--- src/hdl/recursive_doubling_allreduce_schedule_defines.svh ---
// ----------------------------------------------------------------------------
// recursive doubling allreduce schedule: assertion macros
// shared check macros, empty when SYNTHESIS is defined
// ----------------------------------------------------------------------------
`ifndef RECURSIVE_DOUBLING_ALLREDUCE_SCHEDULE_DEFINES_SVH
`define RECURSIVE_DOUBLING_ALLREDUCE_SCHEDULE_DEFINES_SVH

`ifndef SYNTHESIS

`define RDA_ASSERT_IMPLIES(lbl, clk, rst, ante, cons) \
  lbl: assert property (@(posedge clk) disable iff (rst) (ante) |-> (cons)) \
    else $error("assertion failed");

`define RDA_ASSERT_NEXT(lbl, clk, rst, ante, cons) \
  lbl: assert property (@(posedge clk) disable iff (rst) (ante) |=> (cons)) \
    else $error("assertion failed");

`else

`define RDA_ASSERT_IMPLIES(lbl, clk, rst, ante, cons)

`define RDA_ASSERT_NEXT(lbl, clk, rst, ante, cons)

`endif

`endif

--- src/hdl/rda_pkg.sv ---
// ----------------------------------------------------------------------------
// rda_pkg
// types, action codes and microcode table of the allreduce schedule block
// ----------------------------------------------------------------------------
`timescale 1ns / 1ps

package rda_pkg;

  localparam int RANK_W      = 10;
  localparam int SIZE_W      = 11;
  localparam int ACT_W       = 3;
  localparam int STEP_W      = 4;
  localparam int MAX_RANKS_D = 1024;

  localparam logic [ACT_W-1:0] ACT_SEND_LOCAL       = 3'd0;
  localparam logic [ACT_W-1:0] ACT_RECV_COMBINE     = 3'd1;
  localparam logic [ACT_W-1:0] ACT_XCHG_LOCAL_FIRST = 3'd2;
  localparam logic [ACT_W-1:0] ACT_XCHG_RECV_FIRST  = 3'd3;
  localparam logic [ACT_W-1:0] ACT_RECV_RESULT      = 3'd4;
  localparam logic [ACT_W-1:0] ACT_SEND_RESULT      = 3'd5;
  localparam logic [ACT_W-1:0] ACT_COPY_ONLY        = 3'd6;
  localparam logic [ACT_W-1:0] ACT_INVALID          = 3'd7;

  typedef struct packed {
    logic [RANK_W-1:0] own_rank;
    logic [SIZE_W-1:0] group_size;
  } req_t;

  typedef struct packed {
    logic [ACT_W-1:0]  action;
    logic [RANK_W-1:0] peer_rank;
    logic [STEP_W-1:0] step_index;
    logic              last_action;
  } result_t;

  // microcode
  localparam int PC_W = 2;

  localparam logic [1:0] UOP_CHECK = 2'd0;
  localparam logic [1:0] UOP_PRE   = 2'd1;
  localparam logic [1:0] UOP_XCHG  = 2'd2;
  localparam logic [1:0] UOP_POST  = 2'd3;

  localparam logic [1:0] COND_NEVER = 2'd0;
  localparam logic [1:0] COND_SKIP  = 2'd1;
  localparam logic [1:0] COND_LOOP  = 2'd2;

  localparam logic [PC_W-1:0] PC_CHECK = 2'd0;
  localparam logic [PC_W-1:0] PC_PRE   = 2'd1;
  localparam logic [PC_W-1:0] PC_XCHG  = 2'd2;
  localparam logic [PC_W-1:0] PC_POST  = 2'd3;

  typedef struct packed {
    logic [1:0]      op;
    logic [1:0]      cond;
    logic [PC_W-1:0] target;
  } uword_t;

  function automatic uword_t ucode(input logic [PC_W-1:0] pc);
    uword_t w;
    unique case (pc)
      PC_CHECK: w = '{op: UOP_CHECK, cond: COND_NEVER, target: PC_PRE};
      PC_PRE:   w = '{op: UOP_PRE,   cond: COND_SKIP,  target: PC_POST};
      PC_XCHG:  w = '{op: UOP_XCHG,  cond: COND_LOOP,  target: PC_XCHG};
      PC_POST:  w = '{op: UOP_POST,  cond: COND_NEVER, target: PC_CHECK};
      default:  w = '{op: UOP_CHECK, cond: COND_NEVER, target: PC_CHECK};
    endcase
    return w;
  endfunction

  // largest power of two not above v
  function automatic logic [SIZE_W-1:0] msb_pow2(input logic [SIZE_W-1:0] v);
    logic [SIZE_W-1:0] p;
    p = '0;
    for (int i = 0; i < SIZE_W; i++) begin
      if (v[i]) begin
        p = '0;
        p[i] = 1'b1;
      end
    end
    return p;
  endfunction

endpackage

--- src/hdl/recursive_doubling_allreduce_schedule.sv ---
// ----------------------------------------------------------------------------
// recursive_doubling_allreduce_schedule
// emits the recursive doubling allreduce actions of one rank, at most one per cycle
// ----------------------------------------------------------------------------
// An item is taken when start is high and busy is low. A four-word microcode
// program then runs: a setup step, a pairing step (it emits only for the
// paired low ranks of a non-power-of-two group), the exchange steps, and the
// final result hand-back of a paired rank. Each action appears on result for
// one cycle with result_valid, in the cycle after the step that made it; the
// receiver cannot stall. busy drops at the edge that registers the last
// action. An invalid or copy-only request emits its single action from the
// setup step.
`timescale 1ns / 1ps
`include "recursive_doubling_allreduce_schedule_defines.svh"

module recursive_doubling_allreduce_schedule
  import rda_pkg::*;
#(
  parameter int MAX_RANKS = MAX_RANKS_D
) (
  input  logic    clk,
  input  logic    rst,
  input  logic    start,
  output logic    busy,
  input  req_t    req,
  output logic    result_valid,
  output result_t result
);

  logic [PC_W-1:0]   pc, pc_next;
  logic [RANK_W-1:0] rank;
  logic [SIZE_W-1:0] size;
  logic [SIZE_W-1:0] pow2, pow2_next;
  logic [SIZE_W-1:0] extra, extra_next;
  logic              lowpair, lowpair_next;
  logic [RANK_W-1:0] newrank, newrank_next;
  logic [RANK_W-1:0] hop, hop_next;
  logic [STEP_W-1:0] step;

  uword_t            uw;
  logic              emit, last, jump;
  logic [ACT_W-1:0]  act;
  logic [SIZE_W-1:0] peer;
  logic              invalid, lowpair_c, loop_done;
  logic [RANK_W-1:0] m;
  logic [SIZE_W-1:0] hop2, xpeer;

  assign uw = ucode(pc);

  always_comb begin
    invalid   = (size == '0) || (32'(size) > 32'(MAX_RANKS)) || ({1'b0, rank} >= size);
    lowpair_c = {2'b00, rank} < {extra, 1'b0};
    m         = newrank ^ hop;
    hop2      = {hop, 1'b0};
    loop_done = hop2 >= pow2;
    xpeer     = ({1'b0, m} < extra) ? {m, 1'b1} : ({1'b0, m} + extra);

    emit         = 1'b0;
    last         = 1'b0;
    act          = ACT_INVALID;
    peer         = '0;
    pow2_next    = pow2;
    extra_next   = extra;
    lowpair_next = lowpair;
    newrank_next = newrank;
    hop_next     = hop;

    unique case (uw.op)
      UOP_CHECK: begin
        pow2_next  = msb_pow2(size);
        extra_next = size - msb_pow2(size);
        if (invalid) begin
          emit = 1'b1;
          last = 1'b1;
          act  = ACT_INVALID;
        end else if (size == SIZE_W'(1)) begin
          emit = 1'b1;
          last = 1'b1;
          act  = ACT_COPY_ONLY;
        end
      end
      UOP_PRE: begin
        lowpair_next = lowpair_c;
        newrank_next = lowpair_c ? (rank >> 1) : (rank - extra[RANK_W-1:0]);
        hop_next     = RANK_W'(1);
        if (lowpair_c) begin
          emit = 1'b1;
          act  = rank[0] ? ACT_RECV_COMBINE : ACT_SEND_LOCAL;
          peer = rank[0] ? {1'b0, rank - RANK_W'(1)} : ({1'b0, rank} + SIZE_W'(1));
        end
      end
      UOP_XCHG: begin
        emit     = 1'b1;
        last     = loop_done && !lowpair;
        act      = ({1'b0, rank} < xpeer) ? ACT_XCHG_LOCAL_FIRST : ACT_XCHG_RECV_FIRST;
        peer     = xpeer;
        hop_next = hop2[RANK_W-1:0];
      end
      UOP_POST: begin
        emit = lowpair;
        last = 1'b1;
        act  = rank[0] ? ACT_SEND_RESULT : ACT_RECV_RESULT;
        peer = rank[0] ? {1'b0, rank - RANK_W'(1)} : ({1'b0, rank} + SIZE_W'(1));
      end
      default: begin
        emit = 1'b0;
      end
    endcase

    unique case (uw.cond)
      COND_SKIP: jump = lowpair_c && !rank[0];
      COND_LOOP: jump = !loop_done;
      default:   jump = 1'b0;
    endcase

    pc_next = jump ? uw.target : (pc + PC_W'(1));
  end

  // control
  always_ff @(posedge clk) begin
    if (rst) begin
      busy         <= 1'b0;
      pc           <= PC_CHECK;
      step         <= '0;
      result_valid <= 1'b0;
    end else begin
      result_valid <= busy && emit;
      if (start && !busy) begin
        busy <= 1'b1;
        pc   <= PC_CHECK;
        step <= '0;
      end else if (busy) begin
        pc <= pc_next;
        if (emit) begin
          step <= step + STEP_W'(1);
          if (last) begin
            busy <= 1'b0;
          end
        end
      end
    end
  end

  // datapath
  always_ff @(posedge clk) begin
    if (start && !busy) begin
      rank <= req.own_rank;
      size <= req.group_size;
    end
    if (busy) begin
      pow2    <= pow2_next;
      extra   <= extra_next;
      lowpair <= lowpair_next;
      newrank <= newrank_next;
      hop     <= hop_next;
    end
    if (busy && emit) begin
      result.action      <= act;
      result.peer_rank   <= peer[RANK_W-1:0];
      result.step_index  <= step;
      result.last_action <= last;
    end
  end

  `RDA_ASSERT_NEXT(a_accept_busy, clk, rst, start && !busy, busy)
  `RDA_ASSERT_IMPLIES(a_last_idle, clk, rst, result_valid && result.last_action, !busy)
  `RDA_ASSERT_IMPLIES(a_mid_busy, clk, rst, result_valid && !result.last_action, busy)
  `RDA_ASSERT_IMPLIES(a_steps_back_to_back, clk, rst,
    result_valid && (result.step_index != '0), $past(result_valid))
  `RDA_ASSERT_IMPLIES(a_single_actions, clk, rst,
    result_valid && ((result.action == ACT_INVALID) || (result.action == ACT_COPY_ONLY)),
    result.last_action && (result.step_index == '0))

endmodule

--- config.mk ---
export PLATFORM = sky130hd
export DESIGN_NAME = recursive_doubling_allreduce_schedule
export DESIGN_NICKNAME = d
export VERILOG_FILES = /design/src/hdl/rda_pkg.sv /design/src/hdl/recursive_doubling_allreduce_schedule.sv
export VERILOG_INCLUDE_DIRS = /design/src /design/src/hdl
export SDC_FILE = /design/constraint.sdc
export NUM_CORES = 1
export LEC_CHECK = 0
export ABC_AREA = 1
export ABC_CLOCK_PERIOD_IN_PS = 5400
export BUFFER_PORTS_ARGS = -buffer_cell sky130_fd_sc_hd__buf_2
export CAP_MARGIN = 20
export CORE_ASPECT_RATIO = 1.25
export CORE_MARGIN = 4
export CORE_UTILIZATION = 56
export DETAILED_ROUTE_END_ITERATION = 8
export GPL_TIMING_DRIVEN = 0
export MAX_ROUTING_LAYER = met4
export PLACE_DENSITY = 0.79
export SETUP_SLACK_MARGIN = 0.02
export SLEW_MARGIN = 30
export SYNTH_ARGS = -nofsm -noshare
export SYNTH_HDL_FRONTEND = slang
export SYNTH_SLANG_ARGS = --single-unit
--- constraint.sdc ---
create_clock -name clk -period 5.4 [get_ports clk]
set_input_delay 0.54 -clock clk [delete_from_list [all_inputs] [get_ports clk]]
set_output_delay 0.54 -clock clk [all_outputs]
set_load 0.01 [all_outputs]
After elaboration in Yosys (flattened, before gate mapping)
Cells that the tools add are included.

Output and inout bits: 20. Register bits: 90. Bits of input ports: 24. Word-level logic and storage cells: 95.

Add/sub/neg operators: 7. Muxes and demuxes: 37. Order comparisons: 6. Bitwise gates (word level): 1. Reduce and logical (&&, ||, !) cells: 19. Equal/unequal tests: 9.

Operator list (number): 11-bit two-way mux (12); 10-bit case mux with 3 select lines (1); 6-bit case mux with 4 select lines (1); 10-bit by 11-bit less-than comparator with 1-bit output (2); 10-bit two-way mux (2); 10-bit case mux with 2 select lines (1); 1-bit two-way mux (13); 10-bit by 12-bit less-than comparator with 1-bit output (1); 3-bit case mux with 4 select lines (1); 10-bit by 11-bit adder with 11-bit output (1); 11-bit by 1-bit equality test with 1-bit output (second input constant) (1); 10-bit by 11-bit greater-or-equal comparator with 1-bit output (1); 11-bit greater-or-equal comparator (1); 11-bit greater-than comparator (second input constant) (1); 11-bit logical NOT (1); 11-bit subtractor (1); 10-bit by 1-bit adder with 10-bit output (second input constant) (1); 2-bit equality test (second input constant) (5); 10-bit by 1-bit subtractor with 10-bit output (second input constant) (1); 10-bit subtractor (1); 10-bit bitwise XOR (1); 9-bit two-way mux (1); 2-bit AND reduction (4); 2-bit by 1-bit equality test with 1-bit output (second input constant) (3); 13 further kinds (21).

Longest topological paths before layout
Word-level depth: 13. Mapped depth: 23. Gate-level depth less buffers: 23.

Least setup slack after synthesis
OpenSTA, ideal clock, no wires.

Path type: register to register. From: register hop[0]. To: register result[15] (netlist name) (data pin). Data arrival time: 2.720 ns. Setup time: 0.255 ns. Slack: 2.425 ns. Path buffers: 0. Stages on the path, launching flop included: 18. Path through: edfxtp_1 -> xnor2_1 -> inv_1 -> ha_1 -> fa_1 -> a31o_2 -> or2_0 -> nand3_1 -> nand2_1 -> ha_1 -> inv_1 -> nor3_1 -> a211oi_1 -> nor2_1 -> nor2_1 -> nand2_1 -> nand2_1 -> a21oi_2.

Word-level cells in the longest chain between the ends: 6. Elaborated cells between the ends (all ways): 7.

RTL lines: start: declaration (line recursive_doubling_allreduce_schedule.sv:37) `logic [RANK_W-1:0] hop, hop_next;`; start signal: assignment (line recursive_doubling_allreduce_schedule.sv:155) `hop <= hop_next;`; 10-bit bitwise XOR (*) (line recursive_doubling_allreduce_schedule.sv:53) `m = newrank ^ hop;`; 10-bit by 11-bit adder with 11-bit output or 10-bit by 11-bit less-than comparator with 1-bit output (tied branches) (line recursive_doubling_allreduce_schedule.sv:56) `xpeer = ({1'b0, m} < extra) ? {m, 1'b1} : ({1'b0, m} + extra);`; 11-bit two-way mux (*) (line recursive_doubling_allreduce_schedule.sv:56); 10-bit by 11-bit less-than comparator with 1-bit output (*) (line recursive_doubling_allreduce_schedule.sv:95) `act = ({1'b0, rank} < xpeer) ? ACT_XCHG_LOCAL_FIRST : ACT_XCHG_RECV_FIRST;`; 1-bit two-way mux (*) (line recursive_doubling_allreduce_schedule.sv:95); 3-bit case mux with 4 select lines (*) (line recursive_doubling_allreduce_schedule.sv:68) `unique case (uw.op)`; via act[0] (line recursive_doubling_allreduce_schedule.sv:42) `logic [ACT_W-1:0] act;`; end: declaration (line recursive_doubling_allreduce_schedule.sv:27) `output result_t result`.

The timed path passes the listed nets; every way through them passes the cells marked *. A chain may end at the register's enable or synchronous reset.

Worst setup path in the final report
From: register hop[6]. To: register result[15] (netlist name) (data pin).

The elaborated chain is that of the path after synthesis.

==> impl_metrics.yaml <==
sta:
  finalHoldViolCount: 0
  tns_ps: 0
  period_minus_slack_ps: 3568
  max-slew-margin-rel_pct: 42.43
  timing.final.ws_setup_ps: 1832
  worst_slew_pin_slew_ps: 862.6
  rsz0062_at_grt: "no"
  timing.fmax_mhz: 280.3
  fin_crit_sh_pct: 66.07
  finalClockSkew_ps: 8.496
  drv_slew: 0
  setup_viol_count_final: 0
worst_setup_path:
  r2r_start: "hop[6]$_SDFFCE_PN0P_"
  end_kind: "flip-flop"
  endpoint: "result[15]$_DFFE_PP_"
  required_ps: 5510
  worstSetupPathType: "reg -> reg"
  r2r_slack_ps: 1830
  worstReg2RegEnd: "result[15]$_DFFE_PP_"
  rr_worst_depth: 17
  setup.worst_path.start: "hop[6]$_SDFFCE_PN0P_"
  start_kind: "flip-flop"
  worst_ep_arrival_time_ps: 3670
  critPathMaxFanout: 8
yosys:
  ys_types: 45
  syn_nets: 885
  synth_common_cells: "161 x nand2_1, 119 x inv_1, 94 x ha_1"
  synth_area_um2: 6600
  yosysWarnings: 0
  synthTopCellsByArea: "edfxtp_1 37%, ha_1 18%, nand2_1 9.2%"
  netlist_instances: 764
  synth_edf_count: 82
  syn-mean-instance-area_um2: 8.639
  synthFlopType: "edfxtp_1"
  netlist.area_leader.share_pct: 37.31
  ys_async_sr_fraction_pct: 0
  synth-seq-cells: 90
  synth_seq_area_share_pct: 39.73
  synthMostInstantiatedCell: "nand2_1"
  synth_top_area_cell: "edfxtp_1"
floorplanning:
  die_w_um: 105.1
  core_area_um2: 11560
  io_pins: 44
  start_util_pct: 57.09
  dieArea_um2: 13600
  rows: 44
  die_h_um: 129.4
detailed_routing:
  met1_length_mm: 5.850
  via_count: 5428
  viasPerCell: 5.648
  routed.top_layer: "met4"
  drtIter0Drc: 458
  dr.pass1.iters: 5
  ant_nets: 0
  wl_per_cell_um: 15.93
  drc: 0
  finalWirelength_mm: 15.30
  wl_met3_um: 726
  wl_met2_mm: 8.397
global_route:
  track_usage_pct: 23.84
  grt_pass1_wl_mm: 24.95
  grt_max_degree: 23
  grt_pass1_vias: 5536
  antenna_found_initial: 0
  overflow: 0
job:
  maxCapViolations: 0
layout:
  fillers: 935
  nets: 939
  seqCellArea_um2: 2623
  drive_gt1_share_pct: 11.30
  n_antenna_cell: 0
  area_growth_pct: 11.11
  final_area_um2: 7333
  multiInputGateArea_um2: 3466
clocking:
  clock-sinks: 90
  cts_hold_buffers: 0
  clk-insertion-delay-late_ps: 350
  cts-buffers-inserted: 9
  cts_tree: "done"
  cts_root_buf: "clkbuf_16"
  clk_pin_slew_ps: 70
  cts_buffer_depth: 2
  cts_resized: 0
  htreeDepth: 3
  postCtsSetupRepairBufs: 0
power_and_ir_drop:
  powerDensity_nw_per_um2: 276.1
  p_leak_nw: 3.516
  p_total_mw: 2.025
  ir_drop_v: 0.0002135
min_path:
  worst_hold_path_type: "in -> reg"
place:
  port_buffers: 43
  placed_area_um2: 6995
  gp_congestion: 0.9445
  dpl_worst_slack_ps: 1957
  dp_hpwl_mm: 12.03
outcome:
  status: "finished clean"
-- worst min-delay path by stage --
stage                               startpoint                  end  slack [ps]  cells past startpoint
final                                   req[4]    size[4]$_DFFE_PP_         360                      1
after global routing                   req[15]    rank[4]$_DFFE_PP_         360                      1
after CTS                               req[8]    size[8]$_DFFE_PP_         360                      1
after detailed placement  step[3]$_SDFFE_PP0P_  result[4]$_DFFE_PP_         470                      0
after global placement    step[3]$_SDFFE_PP0P_  result[4]$_DFFE_PP_         460                      0
after floorplan           step[3]$_SDFFE_PP0P_  result[4]$_DFFE_PP_         450                      0
-- area by class of cell --
| type | instances | share of cell area [%] |
|---|---|---|
| multi-input combinational | 539 | 47.26 |
| sequential | 90 | 35.76 |
| inverter | 129 | 6.603 |
| clock buffer | 11 | 3.447 |
| timing repair buffer | 43 | 2.935 |
| tap | 138 | 2.355 |
| clock inverter | 5 | 1.160 |
| buffer | 6 | 0.4777 |
-- layer usage --
layer  vias to the layer above  GRT usage (%)
met4                         0          8.803
met3                        30          2.591
met5                         -              -
met1                      2562          25.20
met2                       170          45.71
li1                       2666              -
-- worst max-delay path, cell delays in order (launching register included) --
cell      delay (ps)
edfxtp_1         450
xnor2_1          290
inv_1            110
ha_1             270
buf_2            170
nor4_1           490
nand4_1          290
nand3_1          170
nand2_1           60
nand3_1           90
nand2_1           60
ha_1             290
nand4_1          100
nand2_1           80
nor2_1           130
nand2_1          110
nand2_1          120
a21oi_2           60
-- cell usage in the layout, fill, tap and decap left out, types with 4 or more instances in the layout --
master,count
o21bai_1,4
buf_2,44
a21oi_1,61
clkbuf_16,9
inv_1,119
inv_2,10
nand3_1,42
nand4_1,10
dfxtp_1,8
or2_2,5
a21oi_2,4
edfxtp_1,82
xnor2_1,14
xor2_1,17
o21ai_0,23
ha_1,94
nand2_2,4
nand2_1,161
nor2_1,48
nor3_1,10
a21o_1,4
-- sequential cells by signal, summed over array words and instances, names as in the netlist --
signal and cells:
result 18, extra 11, pow2 11, size 11
hop 10, newrank 10, rank 10, step 4
pc 2, busy 1, lowpair 1, result_valid 1
-- kinds of logic after synthesis --
group                    count (synthesis)  share of synthesized area, %
XOR/XNOR                                31                         4.114
AO/OA/AOI/OAI                          116                         10.12
flip-flops                              90                         39.73
adder cells (fa/ha/maj)                 97                         18.73
AND/OR/NAND/NOR                        295                         19.43
buffers and inverters                  135                         7.867
-- power breakdown --
group | switching [mW] | internal, mW
registers | 0.0365 | 0.811
logic | 0.295 | 0.171
clock network | 0.277 | 0.434
total | 0.609 | 1.42
-- metrics by stage --
stage                     hold slack, ps  std cells  util [%]
after detailed placement           474.3        945     60.51
after CTS                          361.5        961     63.43
after floorplan                    451.4        764         -
after global placement             464.8        945     60.44
final                              363.6        961     63.43
after global routing               361.1        961     63.43
Note: power is estimated with default switching activity, not from simulation.
